--- src/rtl/gsb_pkg.sv ---
// Shared constants, codes and controller/datapath interface types.
`default_nettype none
package gsb_pkg;
  localparam int CAPACITY_DEF     = 64;
  localparam int TEXTURE_BITS_DEF = 16;
  localparam int IDX_W            = 6;
  localparam int TEX_PORT_W       = 16;
  localparam int DEPTH_W          = 16;
  localparam int OFFS_W           = 9;
  localparam int MODE_W           = 2;
  localparam logic [OFFS_W-1:0] VERTS_PER_GLYPH = 9'd6;

  typedef enum logic [MODE_W-1:0] {
    MODE_NONE      = 2'd0,
    MODE_DEPTH_UP  = 2'd1,
    MODE_DEPTH_DN  = 2'd2,
    MODE_TEXTURE   = 2'd3
  } sort_mode_t;

  typedef struct packed {
    logic             wr_en;
    logic [IDX_W-1:0] wr_addr;
    logic             clear;
    logic             rd_en;
    logic [IDX_W-1:0] rd_addr;
    logic             emit;
  } gsb_cmd_t;

  typedef struct packed {
    logic emit_last;
  } gsb_stat_t;
endpackage
`default_nettype wire

--- src/rtl/gsb_ctrl.sv ---
// Controller state machine: load, sort feed, drain and emit sequencing.
`default_nettype none
module gsb_ctrl import gsb_pkg::*; #(
  parameter int CAPACITY = CAPACITY_DEF
) (
  input  wire logic      clk,
  input  wire logic      rst,
  input  wire logic      start,
  input  wire logic      final_glyph,
  output logic           busy,
  output gsb_cmd_t       cmd,
  input  wire gsb_stat_t stat
);
  localparam int CNT_W = $clog2(CAPACITY + 1);

  typedef enum logic [1:0] {S_IDLE, S_SORT, S_DRAIN, S_EMIT} state_t;

  state_t           state;
  logic [CNT_W-1:0] count;
  logic [CNT_W-1:0] rd_ptr;
  logic             room;
  logic             accept;

  assign busy   = (state != S_IDLE);
  assign accept = start && (state == S_IDLE);
  assign room   = (count < CNT_W'(CAPACITY));

  always_comb begin
    cmd         = '0;
    cmd.wr_en   = accept && room;
    cmd.wr_addr = IDX_W'(count);
    cmd.clear   = accept && final_glyph;
    cmd.rd_en   = (state == S_SORT);
    cmd.rd_addr = IDX_W'(rd_ptr);
    cmd.emit    = (state == S_EMIT);
  end

  always_ff @(posedge clk) begin
    if (rst) begin
      state  <= S_IDLE;
      count  <= '0;
      rd_ptr <= '0;
    end else begin
      case (state)
        S_IDLE: begin
          if (accept) begin
            if (room) count <= count + 1'b1;
            if (final_glyph) begin
              state  <= S_SORT;
              rd_ptr <= '0;
            end
          end
        end
        S_SORT: begin
          if (CNT_W'(rd_ptr + 1'b1) == count) state <= S_DRAIN;
          else rd_ptr <= rd_ptr + 1'b1;
        end
        S_DRAIN: state <= S_EMIT;
        S_EMIT: begin
          if (stat.emit_last) begin
            state <= S_IDLE;
            count <= '0;
          end
        end
        default: state <= S_IDLE;
      endcase
    end
  end
endmodule
`default_nettype wire

--- config.mk ---
export PLATFORM = sky130hd
export DESIGN_NAME = gsb_ctrl
export DESIGN_NICKNAME = d
export VERILOG_FILES = /design/src/rtl/gsb_pkg.sv /design/src/rtl/gsb_ctrl.sv
export SDC_FILE = /design/constraint.sdc
export NUM_CORES = 1
export LEC_CHECK = 0
export BUFFER_PORTS_ARGS = -buffer_cell sky130_fd_sc_hd__buf_4
export CELL_PAD_IN_SITES_DETAIL_PLACEMENT = 1
export CELL_PAD_IN_SITES_GLOBAL_PLACEMENT = 2
export CORE_ASPECT_RATIO = 0.8
export CORE_UTILIZATION = 33
export DETAILED_ROUTE_END_ITERATION = 8
export HOLD_SLACK_MARGIN = 0.06
export PLACE_DENSITY_LB_ADDON = 0.1
export SLEW_MARGIN = 20
export SYNTH_ARGS = -nofsm -noshare
export SYNTH_HDL_FRONTEND = slang
export SYNTH_SLANG_ARGS = --single-unit
--- constraint.sdc ---
create_clock -name clk -period 5.9 [get_ports clk]
set_input_delay 0.885 -clock clk [delete_from_list [all_inputs] [get_ports clk]]
set_output_delay 0.885 -clock clk [all_outputs]
set_load 0.02 [all_outputs]
==> impl_metrics.tcl <==
set metrics [dict create \
    ys_seq_elements 16 \
    rsz0062_at_grt "false" \
    use_met2_pct 25.0 \
    grt_max_degree 17 \
    worst_pin_slew_ns 0.853 \
    critical_path.max_stage_delay_ns 0.69 \
    diodes 0 \
    syn_inst 136 \
    cts_setup_buffers 0 \
    hold_viol_final 0 \
    grt_pass1_wl_um 4260 \
    grt_pass1_vias 874 \
    ant_nets 0 \
    numCtsBuffers 3 \
    start_util_pct 35.0 \
    cts_tree "done" \
    setup_viol 0 \
    synth_area_um2 1100 \
    ys_seq_area_share_pct 29.2 \
    min_period_ns 2.59 \
    cts_hold_buf 0 \
    dp_slack_ns 3.33 \
    worstPathCellList "ha_1 > and3_1 > mux2i_1 > o22ai_1 > o211ai_1 > a221oi_1 > o211a_1" \
    final_common_cell "buf_4" \
    ys_warn_count 0 \
    grt_usage_pct 16.4 \
    slew_headroom_pct 42.9 \
    vias 929 \
    post_cts_resized 0 \
    power_frac_comb_pct 47.2 \
    drc 0 \
    synth.avg_cell_area_um2 8.06 \
    crit_family "compound AO/OA/AOI/OAI gates" \
    fin_util_pct 39.9 \
    setup.worst_path.end_class "flop" \
    gr-total-overflow 0 \
    drt-wirelength-per-cell_um 13.8 \
    fmax_ghz 0.386 \
    io-pin-count 22 \
    switching_share_pct 42.3 \
    fp.dieH_um 53.5 \
    crit_fanout 11 \
    grtUsageMet3_pct 4.45 \
    power.switching_mw 0.195 \
    antenna_found_initial 0 \
    cts_max_level 1 \
    p_leak_nw 0.533 \
    drt-vias-per-instance 5.02 \
    clock-root-buffer "clkbuf_8" \
    maxCapViolCount 0 \
    fp.dieArea_um2 3560 \
    worstPathArrival_ns 2.74 \
    grt_busiest_layer "met2" \
    finClkSkew_ns 0.000768 \
    p_int_mw 0.266 \
    path_clk_slew_ns 0.07 \
    cts.sinks 16 \
    hold_class "reg -> reg" \
    status "complete, no violations" \
    powerDensity_nw_per_um2 369 \
    fp-row-count 18 \
    path_depth 7 \
    netlist-cell-type-count 33 \
    maxSlewViolCount 0 \
    final_cell_mix "21 x buf_4, 19 x nand2_1, 16 x dfxtp_1" \
    critPathBufInv 0 \
    io_buffers 21 \
    synth_nets 147 \
    drive_gt1_share_pct 18.6 \
    required_ns 6.06 \
    holdWs_ns 0.504 \
    nets 157 \
    syn2layout_area_growth_pct 14.0 \
    wl_um 2560 \
    dp_hpwl_um 1940 \
    total_power_mw 0.461 \
    path_class "reg -> reg" \
    use_met1_pct 22.9 \
    clk_latency_ns 0.26 \
    fp.coreArea_um2 3130 \
    reg2reg_setup_slack_ns 3.31 \
    p_seq_share_pct 30.6 \
    crit_path_top_delay_cell "o211ai_1" \
    setup_ws_ns 3.31 \
    min_period_over_period_pct 43.9 \
    place.gp.congestion 0.795 \
    vdd_drop_max_v 0.000213 \
    hold_depth 2 \
    drt-initial-drc-count 38 \
    r2r_cells 7 \
    fp.dieW_um 66.4 \
    start_kind "flop" \
    first_pass_iters 4 \
    setup_tns_ns 0 \
    clockBufferDepth 2 \
    clockPowerShare_pct 22.2 \
]
[state kept, by name, summed over array words and instances (netlist names)]
signal / flops
state: 2
count: 7
rd_ptr: 7
[final timing paths]
| check | start | to |
|---|---|---|
| hold / removal | state[1] | state[1] |
| hold reg to reg | state[1] | state[1] |
| setup reg to reg | rd_ptr[0] | state[0] |
| setup / recovery | rd_ptr[0] | state[0] |
[cells in the mapped netlist]
master    number  share of area, %
xnor2_1        9               7.2
clkbuf_1       3               1.0
o211a_1        1              0.91
o22ai_1        2               1.1
xor2_1         5               4.0
o21ai_0        5               2.3
and3_1         2               1.1
inv_1          6               2.1
ha_1           6               6.8
nand2_1       19               6.5
nand2b_1       2               1.1
nor4_1         1              0.57
nand3b_1       1              0.69
a2111o_1       1               1.0
nand4b_1       2               1.6
or3_1          1              0.57
a31oi_1        1              0.57
mux2i_1        3               2.7
dfxtp_1       16                29
and4_1         2               1.6
nor2b_1        1              0.57
buf_4         13               8.9
a221oi_1       1              0.80
o211ai_1       4               2.7
nor2_1        11               3.8
a41o_1         1              0.91
o311ai_0       1              0.80
nand3_1        6               2.7
o21ba_2        1              0.91
nand4_1        3               1.7
and3_4         1               1.0
a21oi_1        4               1.8
nor3_1         1              0.46
[logic make-up (layout without fill, tap and decap cells)]
logic type                 Yosys count  after routing  synth area share, %
xor gates and xnor gates            14             14                 11.2
AOI/OAI and AO/OA                   22             22                 13.9
DFF                                 16             16                 29.2
muxes                                3              3                 2.74
buffers and inverters               22             31                 12.0
and+or+nand+nor                     53             53                 24.1
adders and majority gates            6              6                 6.85
[per-stage QoR]
| step | std cells | area (µm²) |
|---|---|---|
| after global routing | 185 | 1250 |
| after CTS | 185 | 1250 |
| final | 185 | 1250 |
| after detailed placement | 181 | 1190 |
| after floorplan | 136 | 1100 |
| after global placement | 181 | 1190 |
[worst reg2reg max path: cells and delay by family, from the launching register on]
family,cells,cell delay (ns)
compound gates,4,1.31
fa+ha+maj,1,0.29
flops,1,0.45
mux,1,0.20
simple gates,1,0.23
[layer usage]
| metal | vias to the layer above | part of all wire, % |
|---|---|---|
| met5 | - | 0 |
| met4 | 0 | 0.63 |
| met3 | 2 | 3.7 |
| met2 | 15 | 45 |
| met1 | 431 | 51 |
| li1 | 481 | - |
[cell type report]
type,count,area (µm²)
well taps,40,50.0
inverters,6,22.5
repair buffers,21,158
multi-input cells,98,644
clock buffers,4,55.1
fillers,386,1880
flip-flops and latches,16,320
[power groups by stage]
stage          Sequential, mW  Clock, mW  Combinational (mW)
6_report                0.141      0.102               0.218
5_1_grt                 0.143      0.108               0.240
4_1_cts                 0.141      0.104               0.220
3_5_place_dp            0.143          0               0.219
3_3_place_gp            0.142          0               0.216
2_1_floorplan           0.138          0               0.167
Power figures use the tool's default switching activity.
